===== src/design/abos_pkg.sv =====
// Shared types, constants and helpers for the adjacent box overlap suppression block.
package abos_pkg;

  localparam int COORD_BITS    = 12;
  localparam int SCORE_BITS    = 16;
  localparam int CLASS_BITS    = 8;
  localparam int PCT_BITS      = 7;
  localparam int CFG_IDX_BITS  = 2;
  localparam int CFG_DATA_BITS = SCORE_BITS;

  // Area products are 2*COORD_BITS wide, union one more, scaled by a percent.
  localparam int AREA_BITS  = 2 * COORD_BITS;
  localparam int UNION_BITS = AREA_BITS + 1;
  localparam int PROD_BITS  = UNION_BITS + PCT_BITS;
  localparam int MUL_STEPS  = COORD_BITS;
  localparam int CNT_BITS   = $clog2(MUL_STEPS);

  localparam logic [CFG_IDX_BITS-1:0] REG_TOL_HIGH   = 2'd0;
  localparam logic [CFG_IDX_BITS-1:0] REG_TOL_LOW    = 2'd1;
  localparam logic [CFG_IDX_BITS-1:0] REG_TOL_ONE    = 2'd2;
  localparam logic [CFG_IDX_BITS-1:0] REG_WEAK_SCORE = 2'd3;

  localparam logic [PCT_BITS-1:0]   TOL_HIGH_RESET   = 7'd40;
  localparam logic [PCT_BITS-1:0]   TOL_LOW_RESET    = 7'd30;
  localparam logic [PCT_BITS-1:0]   TOL_ONE_RESET    = 7'd60;
  localparam logic [SCORE_BITS-1:0] WEAK_SCORE_RESET = 16'd13107;

  localparam logic [CLASS_BITS-1:0] CHAR_ONE   = 8'h31;
  localparam logic [CLASS_BITS-1:0] CHAR_SEVEN = 8'h37;
  localparam logic [CLASS_BITS-1:0] CHAR_FOUR  = 8'h34;
  localparam logic [CLASS_BITS-1:0] CHAR_H     = 8'h48;

  typedef struct packed {
    logic [COORD_BITS-1:0] box_x;
    logic [COORD_BITS-1:0] box_y;
    logic [COORD_BITS-1:0] box_w;
    logic [COORD_BITS-1:0] box_h;
    logic [SCORE_BITS-1:0] score;
    logic [CLASS_BITS-1:0] class_code;
    logic                  last;
  } det_t;

  typedef struct packed {
    logic [COORD_BITS-1:0] out_x;
    logic [COORD_BITS-1:0] out_y;
    logic [COORD_BITS-1:0] out_w;
    logic [COORD_BITS-1:0] out_h;
    logic [SCORE_BITS-1:0] out_score;
    logic [CLASS_BITS-1:0] out_class;
    logic                  out_last;
  } surv_t;

  typedef enum logic [11:0] {
    ST_IDLE   = 12'b0000_0000_0001,
    ST_OVL    = 12'b0000_0000_0010,
    ST_INTER  = 12'b0000_0000_0100,
    ST_AREA_H = 12'b0000_0000_1000,
    ST_AREA_N = 12'b0000_0001_0000,
    ST_UNION  = 12'b0000_0010_0000,
    ST_MUL_TH = 12'b0000_0100_0000,
    ST_MUL_TL = 12'b0000_1000_0000,
    ST_DECIDE = 12'b0001_0000_0000,
    ST_EMIT   = 12'b0010_0000_0000,
    ST_UPDATE = 12'b0100_0000_0000,
    ST_FLUSH  = 12'b1000_0000_0000
  } state_t;

  // One class is a digit one and the other cannot be mistaken for it.
  function automatic logic plain_one(input logic [CLASS_BITS-1:0] a,
                                     input logic [CLASS_BITS-1:0] b);
    return (a == CHAR_ONE) && (b != CHAR_SEVEN) && (b != CHAR_FOUR) && (b != CHAR_H);
  endfunction

endpackage


===== src/design/abos_ifs.sv =====
// Valid/ready channel interfaces for detections and surviving boxes.
interface abos_det_if import abos_pkg::*; ();
  logic valid;
  logic ready;
  det_t item;
  modport source (output valid, output item, input ready);
  modport sink (input valid, input item, output ready);
endinterface

interface abos_surv_if import abos_pkg::*; ();
  logic  valid;
  logic  ready;
  surv_t item;
  modport source (output valid, output item, input ready);
  modport sink (input valid, input item, output ready);
endinterface


===== src/design/adjacent_box_overlap_suppression_top.sv =====
// Adjacent box overlap suppression: held box versus new box by exact IoU tolerance.
// Items are taken one at a time: a new item is accepted only in the idle state, once the
//   last is done. With a held box, the work is five 12-step bit-serial shift-add multiplies
//   on one shared unit; with an empty hold the item goes straight to the update. Output
//   back-pressure can stall the emit and flush states.
// Reset (synchronous, rst high): empties the hold and output register, loads register defaults.
module adjacent_box_overlap_suppression_top import abos_pkg::*; (
  input  logic                     clk,
  input  logic                     rst,
  input  logic                     cfg_write,
  input  logic [CFG_IDX_BITS-1:0]  cfg_index,
  input  logic [CFG_DATA_BITS-1:0] cfg_data,
  abos_det_if.sink                 detection,
  abos_surv_if.source              survivor
);

  state_t state;

  logic [PCT_BITS-1:0]   tol_high_pct;
  logic [PCT_BITS-1:0]   tol_low_pct;
  logic [PCT_BITS-1:0]   tol_one_pct;
  logic [SCORE_BITS-1:0] weak_score;

  logic                  held_valid;
  logic [COORD_BITS-1:0] held_x, held_y, held_w, held_h;
  logic [SCORE_BITS-1:0] held_score;
  logic [CLASS_BITS-1:0] held_class;

  det_t  n_item;
  surv_t out_r;
  logic  out_valid;
  logic  emit_held;
  logic  take_new;
  logic  load_out;

  // Shared shift-add multiplier
  logic [PROD_BITS-1:0]  mcand;
  logic [COORD_BITS-1:0] mplier;
  logic [PROD_BITS-1:0]  acc;
  logic [CNT_BITS-1:0]   cnt;
  logic [PROD_BITS-1:0]  acc_sum;
  logic                  mul_done;

  logic [AREA_BITS-1:0]  inter;
  logic [UNION_BITS-1:0] area_sum;
  logic [UNION_BITS-1:0] uni;
  logic [UNION_BITS-1:0] uni_val;
  logic [PROD_BITS-1:0]  lhs;
  logic [PROD_BITS-1:0]  lhs_base;
  logic [PROD_BITS-1:0]  pth;
  logic [PROD_BITS-1:0]  ptl;

  logic                  one;
  logic [PCT_BITS-1:0]   th_sel;
  logic [PCT_BITS-1:0]   tl_sel;
  logic [COORD_BITS-1:0] ovl_x, ovl_y;
  logic                  slot_free;
  logic                  mul_state;

  logic over_hi, over_lo, held_lower, new_lower, held_weak, new_weak;
  logic drop_held, drop_new;

  function automatic logic [COORD_BITS-1:0] span_overlap(
    input logic [COORD_BITS-1:0] a0, input logic [COORD_BITS-1:0] al,
    input logic [COORD_BITS-1:0] b0, input logic [COORD_BITS-1:0] bl);
    logic [COORD_BITS:0] lo;
    logic [COORD_BITS:0] hi;
    logic [COORD_BITS:0] ae;
    logic [COORD_BITS:0] be;
    logic [COORD_BITS:0] diff;
    lo = (a0 > b0) ? {1'b0, a0} : {1'b0, b0};
    ae = {1'b0, a0} + {1'b0, al};
    be = {1'b0, b0} + {1'b0, bl};
    hi = (ae < be) ? ae : be;
    diff = hi - lo;
    return (hi > lo) ? diff[COORD_BITS-1:0] : '0;
  endfunction

  always_comb begin
    detection.ready = (state == ST_IDLE);
    survivor.valid  = out_valid;
    survivor.item   = out_r;
    slot_free       = !out_valid || survivor.ready;
    load_out        = ((state == ST_EMIT) && emit_held && slot_free) ||
                      ((state == ST_FLUSH) && n_item.last && held_valid && slot_free);

    one    = plain_one(held_class, n_item.class_code) || plain_one(n_item.class_code, held_class);
    th_sel = one ? tol_one_pct : tol_high_pct;
    tl_sel = one ? tol_one_pct : tol_low_pct;

    ovl_x = span_overlap(held_x, held_w, n_item.box_x, n_item.box_w);
    ovl_y = span_overlap(held_y, held_h, n_item.box_y, n_item.box_h);

    mul_state = (state == ST_INTER) || (state == ST_AREA_H) || (state == ST_AREA_N) ||
                (state == ST_MUL_TH) || (state == ST_MUL_TL);
    acc_sum   = acc + (mplier[0] ? mcand : '0);
    mul_done  = (cnt == CNT_BITS'(MUL_STEPS - 1));

    uni_val  = area_sum - {1'b0, inter};
    lhs_base = PROD_BITS'(inter);

    over_hi    = lhs > pth;
    over_lo    = lhs > ptl;
    held_lower = held_score < n_item.score;
    new_lower  = n_item.score < held_score;
    held_weak  = held_score < weak_score;
    new_weak   = n_item.score < weak_score;
    drop_held  = over_hi ? held_lower : (over_lo && held_lower && held_weak);
    drop_new   = over_hi ? !held_lower
                         : (over_lo && !(held_lower && held_weak) && new_lower && new_weak);
  end

  always_ff @(posedge clk) begin
    if (rst) begin
      state        <= ST_IDLE;
      out_valid    <= 1'b0;
      held_valid   <= 1'b0;
      tol_high_pct <= TOL_HIGH_RESET;
      tol_low_pct  <= TOL_LOW_RESET;
      tol_one_pct  <= TOL_ONE_RESET;
      weak_score   <= WEAK_SCORE_RESET;
    end else begin
      if (cfg_write) begin
        unique case (cfg_index)
          REG_TOL_HIGH:   tol_high_pct <= cfg_data[PCT_BITS-1:0];
          REG_TOL_LOW:    tol_low_pct  <= cfg_data[PCT_BITS-1:0];
          REG_TOL_ONE:    tol_one_pct  <= cfg_data[PCT_BITS-1:0];
          REG_WEAK_SCORE: weak_score   <= cfg_data[SCORE_BITS-1:0];
          default:        ;
        endcase
      end

      if (load_out) begin
        out_valid <= 1'b1;
      end else if (survivor.valid && survivor.ready) begin
        out_valid <= 1'b0;
      end

      // One multiplier bit per cycle
      if (mul_state && !mul_done) begin
        acc    <= acc_sum;
        mcand  <= mcand << 1;
        mplier <= mplier >> 1;
        cnt    <= cnt + 1'b1;
      end

      unique case (state)
        ST_IDLE: begin
          if (detection.valid) begin
            n_item    <= detection.item;
            emit_held <= 1'b0;
            take_new  <= 1'b1;
            state     <= held_valid ? ST_OVL : ST_UPDATE;
          end
        end
        ST_OVL: begin
          mcand  <= PROD_BITS'(ovl_x);
          mplier <= ovl_y;
          acc    <= '0;
          cnt    <= '0;
          state  <= ST_INTER;
        end
        ST_INTER: begin
          if (mul_done) begin
            inter  <= acc_sum[AREA_BITS-1:0];
            mcand  <= PROD_BITS'(held_w);
            mplier <= held_h;
            acc    <= '0;
            cnt    <= '0;
            state  <= ST_AREA_H;
          end
        end
        ST_AREA_H: begin
          if (mul_done) begin
            area_sum <= UNION_BITS'(acc_sum[AREA_BITS-1:0]);
            mcand    <= PROD_BITS'(n_item.box_w);
            mplier   <= n_item.box_h;
            acc      <= '0;
            cnt      <= '0;
            state    <= ST_AREA_N;
          end
        end
        ST_AREA_N: begin
          if (mul_done) begin
            area_sum <= area_sum + UNION_BITS'(acc_sum[AREA_BITS-1:0]);
            state    <= ST_UNION;
          end
        end
        ST_UNION: begin
          uni    <= uni_val;
          // times 100 as 64 + 32 + 4
          lhs    <= (lhs_base << 6) + (lhs_base << 5) + (lhs_base << 2);
          mcand  <= PROD_BITS'(uni_val);
          mplier <= COORD_BITS'(th_sel);
          acc    <= '0;
          cnt    <= '0;
          state  <= ST_MUL_TH;
        end
        ST_MUL_TH: begin
          if (mul_done) begin
            pth    <= acc_sum;
            mcand  <= PROD_BITS'(uni);
            mplier <= COORD_BITS'(tl_sel);
            acc    <= '0;
            cnt    <= '0;
            state  <= ST_MUL_TL;
          end
        end
        ST_MUL_TL: begin
          if (mul_done) begin
            ptl   <= acc_sum;
            state <= ST_DECIDE;
          end
        end
        ST_DECIDE: begin
          emit_held <= !drop_new && !drop_held;
          take_new  <= !drop_new;
          state     <= ST_EMIT;
        end
        ST_EMIT: begin
          if (!emit_held) begin
            state <= ST_UPDATE;
          end else if (slot_free) begin
            out_r.out_x     <= held_x;
            out_r.out_y     <= held_y;
            out_r.out_w     <= held_w;
            out_r.out_h     <= held_h;
            out_r.out_score <= held_score;
            out_r.out_class <= held_class;
            out_r.out_last  <= 1'b0;
            state           <= ST_UPDATE;
          end
        end
        ST_UPDATE: begin
          if (take_new) begin
            held_valid <= 1'b1;
            held_x     <= n_item.box_x;
            held_y     <= n_item.box_y;
            held_w     <= n_item.box_w;
            held_h     <= n_item.box_h;
            held_score <= n_item.score;
            held_class <= n_item.class_code;
          end
          state <= ST_FLUSH;
        end
        ST_FLUSH: begin
          if (!(n_item.last && held_valid)) begin
            state <= ST_IDLE;
          end else if (slot_free) begin
            out_r.out_x     <= held_x;
            out_r.out_y     <= held_y;
            out_r.out_w     <= held_w;
            out_r.out_h     <= held_h;
            out_r.out_score <= held_score;
            out_r.out_class <= held_class;
            out_r.out_last  <= 1'b1;
            held_valid      <= 1'b0;
            state           <= ST_IDLE;
          end
        end
        default: state <= ST_IDLE;
      endcase
    end
  end

endmodule


===== src/flat_wrapper.sv =====
// flat-port wrapper written by rule: the top's interface ports become plain ports
module adjacent_box_overlap_suppression_top_flat import abos_pkg::*;
  (clk, rst, cfg_write, cfg_index, cfg_data, detection_valid, detection_item, detection_ready, survivor_valid, survivor_item, survivor_ready);
  abos_det_if detection_i ();
  abos_surv_if survivor_i ();
  input  logic clk;
  input  logic rst;
  input  logic cfg_write;
  input  logic [CFG_IDX_BITS-1:0] cfg_index;
  input  logic [CFG_DATA_BITS-1:0] cfg_data;
  input wire logic [$bits(detection_i.valid)-1:0] detection_valid;
  input wire logic [$bits(detection_i.item)-1:0] detection_item;
  output wire logic [$bits(detection_i.ready)-1:0] detection_ready;
  output wire logic [$bits(survivor_i.valid)-1:0] survivor_valid;
  output wire logic [$bits(survivor_i.item)-1:0] survivor_item;
  input wire logic [$bits(survivor_i.ready)-1:0] survivor_ready;
  assign detection_i.valid = detection_valid;
  assign detection_i.item = detection_item;
  assign detection_ready = detection_i.ready;
  assign survivor_valid = survivor_i.valid;
  assign survivor_item = survivor_i.item;
  assign survivor_i.ready = survivor_ready;
  adjacent_box_overlap_suppression_top u_core (.clk(clk), .rst(rst), .cfg_write(cfg_write), .cfg_index(cfg_index), .cfg_data(cfg_data), .detection(detection_i), .survivor(survivor_i));
endmodule

===== config.mk =====
export PLATFORM = sky130hd
export DESIGN_NAME = adjacent_box_overlap_suppression_top_flat
export DESIGN_NICKNAME = d
export VERILOG_FILES = /design/src/design/abos_pkg.sv /design/src/design/abos_ifs.sv /design/src/design/adjacent_box_overlap_suppression_top.sv /design/src/flat_wrapper.sv
export SDC_FILE = /design/constraint.sdc
export NUM_CORES = 1
export LEC_CHECK = 0
export BUFFER_PORTS_ARGS = -buffer_cell sky130_fd_sc_hd__buf_2
export CORE_UTILIZATION = 50
export DETAILED_ROUTE_END_ITERATION = 8
export GPL_ROUTABILITY_DRIVEN = 0
export GPL_TIMING_DRIVEN = 0
export PLACE_DENSITY_LB_ADDON = 0.1
export SETUP_SLACK_MARGIN = 0.15
export SLEW_MARGIN = 15
export SYNTH_ARGS = -nofsm -noshare
export SYNTH_HDL_FRONTEND = slang
export SYNTH_SLANG_ARGS = --single-unit

===== constraint.sdc =====
create_clock -name clk -period 20.9 [get_ports clk]
set_input_delay 4.18 -clock clk [delete_from_list [all_inputs] [get_ports clk]]
set_output_delay 4.18 -clock clk [all_outputs]
set_load 0.02 [all_outputs]

==> results.yml <==
synthesis:
  synth_compound_area_share_pct: 16.19
  yosys-mux-area-fraction_pct: 2.558
  synth.distinct_cells: 85
  ys.flop_type: "edfxtp_1"
  synth_top_cell_area_share_pct: 43.34
  synth_seq_cells: 519
  synthSimpleGateAreaFrac_pct: 12.34
  syn_area_mm2: 0.03243
  syn_inst: 3075
  async_flop_share_pct: 0
  yosysTopAreaCell: "edfxtp_1"
  synth_fp_nets: 3532
  yosysWarnings: 0
  synth-seq-area-share_pct: 46.49
  synthAdderAreaFrac_pct: 14.18
  synth_top_family_by_area: "compound AO/OA/AOI/OAI gates"
  synth_edf_count: 468
  synthTopCellsByArea: "edfxtp_1, ha_1, a21oi_1, nand2_1, dfxtp_1"
  synth.avg_cell_area_um2: 10.55
  synthXorXnorAreaFrac_pct: 4.645
die:
  dieArea_mm2: 0.06588
  die_w_um: 256.7
  ios: 171
  core.rowCount: 92
  start_util_pct: 51.04
  die_h_um: 256.7
  core_area_mm2: 0.06354
global_route:
  grt_pass1_vias: 25080
  grt_first_pass_wirelength_um: 137600
  grt_overflow: 0
  track_usage_pct: 26.44
  grt_max_degree: 50
  antenna_found_initial: 6
worst_setup_path:
  worst_setup_path_end_kind: "flip-flop"
  crit_path_top_delay_cell: "edfxtp_1"
  rr_startpoint: "u_core.held_y[1]"
  max_stage_delay_ns: 0.50
  worstPathMaxFanout: 10
  r2r-end: "u_core.mplier[10]"
  critPathLaunchType: "flip-flop"
  crit_buf_inv: 4
  worstPathArrival_ns: 7.73
  worstPathRequired_ns: 21.37
  ff2ff_path_depth: 29
  r2r_slack_ns: 13.64
  critical-path-top-delay-family: "compound AO/OA/AOI/OAI gates"
  path_class: "reg2reg"
worst_hold_path:
  min_from: "u_core.weak_score[6]"
  hold_path_depth: 2
  hold_path_end: "u_core.weak_score[6]"
  hp-class: "reg2reg"
layout:
  layout_commonest_cell: "edfxtp_1"
  area_growth_pct: 13.46
  instances_no_fill: 4233
  layout-drive-gt1-share_pct: 11.41
  seq_area_mm2: 0.01507
  fill_cells: 5413
  fin_nets: 3791
  multi_input_area_mm2: 0.01623
  final_area_mm2: 0.03679
  layout_common_cells: "edfxtp_1, ha_1, nand2_1, a21oi_1, inv_1"
job:
  drv_cap: 0
placed_design:
  placed_area_mm2: 0.03479
  placed_cells: 4120
  place_ws_ns: 13.80
  port_buffers: 170
  dp.final_hpwl_um: 68030
drt:
  first_pass_iters: 6
  ant_nets: 0
  drt-initial-drc-count: 1881
  drc: 0
  wirelength_um: 87770
  via_count: 24860
  wl_per_cell_um: 20.73
  via_per_inst: 5.873
pwr:
  p_switching_mw: 0.9939
  power.density_mw_per_mm2: 85.46
  pwr-share-seq_pct: 39.3
  pwr-share-clk_pct: 33.5
  p_leak_nw: 15.17
  vdd_ir_drop_max_mv: 0.09241
  power_frac_comb_pct: 27.2
  p_int_mw: 2.150
  swShare_pct: 31.61
outcome:
  status: "finished clean"
timing:
  finalMaxSlewViolations: 0
  period_minus_slack_ns: 7.263
  fin_tns_setup_ns: 0
  max_freq_mhz: 137.7
  setup_slack_ns: 13.64
  hold_viol: 0
  rsz0062_at_grt: "no"
  relSlewSlack_pct: 28.02
  setup_viol: 0
  finalCritPeriodShare_pct: 34.75
  fin_skew_ns: 0.05671
  tightest_slew_ns: 1.077
clock_network:
  cts-root-buf: "clkbuf_16"
  postCtsHoldBufs: 0
  cts_max_path_buffers: 3
  cts_buffers: 58
  cts_htree_levels: 2
  cts-resized-gates: 0
  cts_setup_buffers: 0
  cts_sinks: 519
  clock_latency_ns: 0.66
  cts_tree: "done"
  path_clk_slew_ns: 0.06
## per-layer routing
layer / track usage, % / part of all wire (%) / vias to the layer above
li1: - / - / 11920
met1: 34.34 / 43 / 11930
met2: 44.38 / 48 / 802
met3: 3.608 / 5.2 / 208
met4: 10.80 / 3.8 / 6
met5: 0 / 0.048 / -
## flip-flops by register name, indices dropped and copies added, names as in the netlist, 16 cells and up
| name | cells |
|---|---|
| u_core.pth | 32 |
| u_core.inter | 24 |
| u_core.lhs | 30 |
| u_core.held_score | 16 |
| u_core.acc | 32 |
| u_core.survivor.item | 73 |
| u_core.weak_score | 16 |
| u_core.n_item | 73 |
| u_core.area_sum | 25 |
| u_core.uni | 25 |
| u_core.ptl | 32 |
| u_core.mcand | 32 |
## metrics by stage
stage	utilization [%]	total power, mW	hold slack, ns
floorplan	-	1.864	0.4363
global placement	54.04	2.068	0.4449
detailed placement	54.76	2.094	0.4537
CTS	57.89	3.147	0.4623
global route	57.90	3.293	0.4842
finish	57.90	3.144	0.4634
## cell families after synthesis
logic type | Yosys count
mux | 81
simple gates | 833
fa+ha+maj | 361
xor+xnor | 172
flops | 519
compound gates | 811
buf+inv | 298
## power groups by stage
stage | clock network [mW] | registers [mW] | logic [mW]
detailed placement | 0 | 1.26 | 0.836
floorplan | 0 | 1.25 | 0.619
finish | 1.05 | 1.24 | 0.854
global route | 1.11 | 1.24 | 0.945
global placement | 0 | 1.27 | 0.802
CTS | 1.07 | 1.24 | 0.843
## cell type report
| class | instances | area share, % |
|---|---|---|
| repair buffers | 199 | 3.414 |
| clock buffers | 74 | 4.326 |
| multi-input cells | 2258 | 44.12 |
| diodes | 4 | 0.02721 |
| plain buffers | 78 | 0.9420 |
| flip-flops and latches | 519 | 40.97 |
| inverters | 220 | 2.244 |
| clock inverters | 35 | 1.081 |
| well taps | 846 | 2.877 |
## synth_stat cells (all sizes together) (8+ instances only)
library cell	n
nor2	175
mux2	15
fa	11
o21bai	21
a21boi	8
a211o	9
mux2i	66
a221o	14
a31oi	47
nor2b	42
buf	29
nand4	42
clkbuf	49
or2	14
o21ai	147
and3	19
or3	14
nand2	313
nand3b	12
o21a	50
o31ai	13
nor4	16
a211oi	20
xnor2	114
ha	350
nor3	44
o211ai	27
nand3	47
xor2	58
nand2b	28
a21oi	263
inv	220
a21o	87
edfxtp	468
a22oi	22
a221oi	10
dfxtp	51
and2	38
## how the worst max path moves through the flow
| stage | slack (ns) | cells after the start | to | start |
|---|---|---|---|---|
| 2_1_floorplan | 10.84 | 1 | u_core.held_class[0] | rst |
| 3_3_place_gp | 6.98 | 2 | u_core.held_score[5] | rst |
| 3_5_place_dp | 13.80 | 29 | u_core.mplier[3] | u_core.held_y[1] |
| 4_1_cts | 13.73 | 29 | u_core.mplier[3] | u_core.held_y[1] |
| 5_1_grt | 12.96 | 29 | u_core.mplier[3] | u_core.held_y[1] |
| 6_report | 13.64 | 29 | u_core.mplier[10] | u_core.held_y[1] |
## worst register-to-register path: cells and delay by family, from the launching register on
family | cells | cell delay (ns)
compound gates | 16 | 3.37
buf+inv | 4 | 1.14
flops | 1 | 0.50
simple gates | 5 | 0.84
fa+ha+maj | 3 | 1.02
xor+xnor | 1 | 0.24
Power figures use the tool's default switching activity.
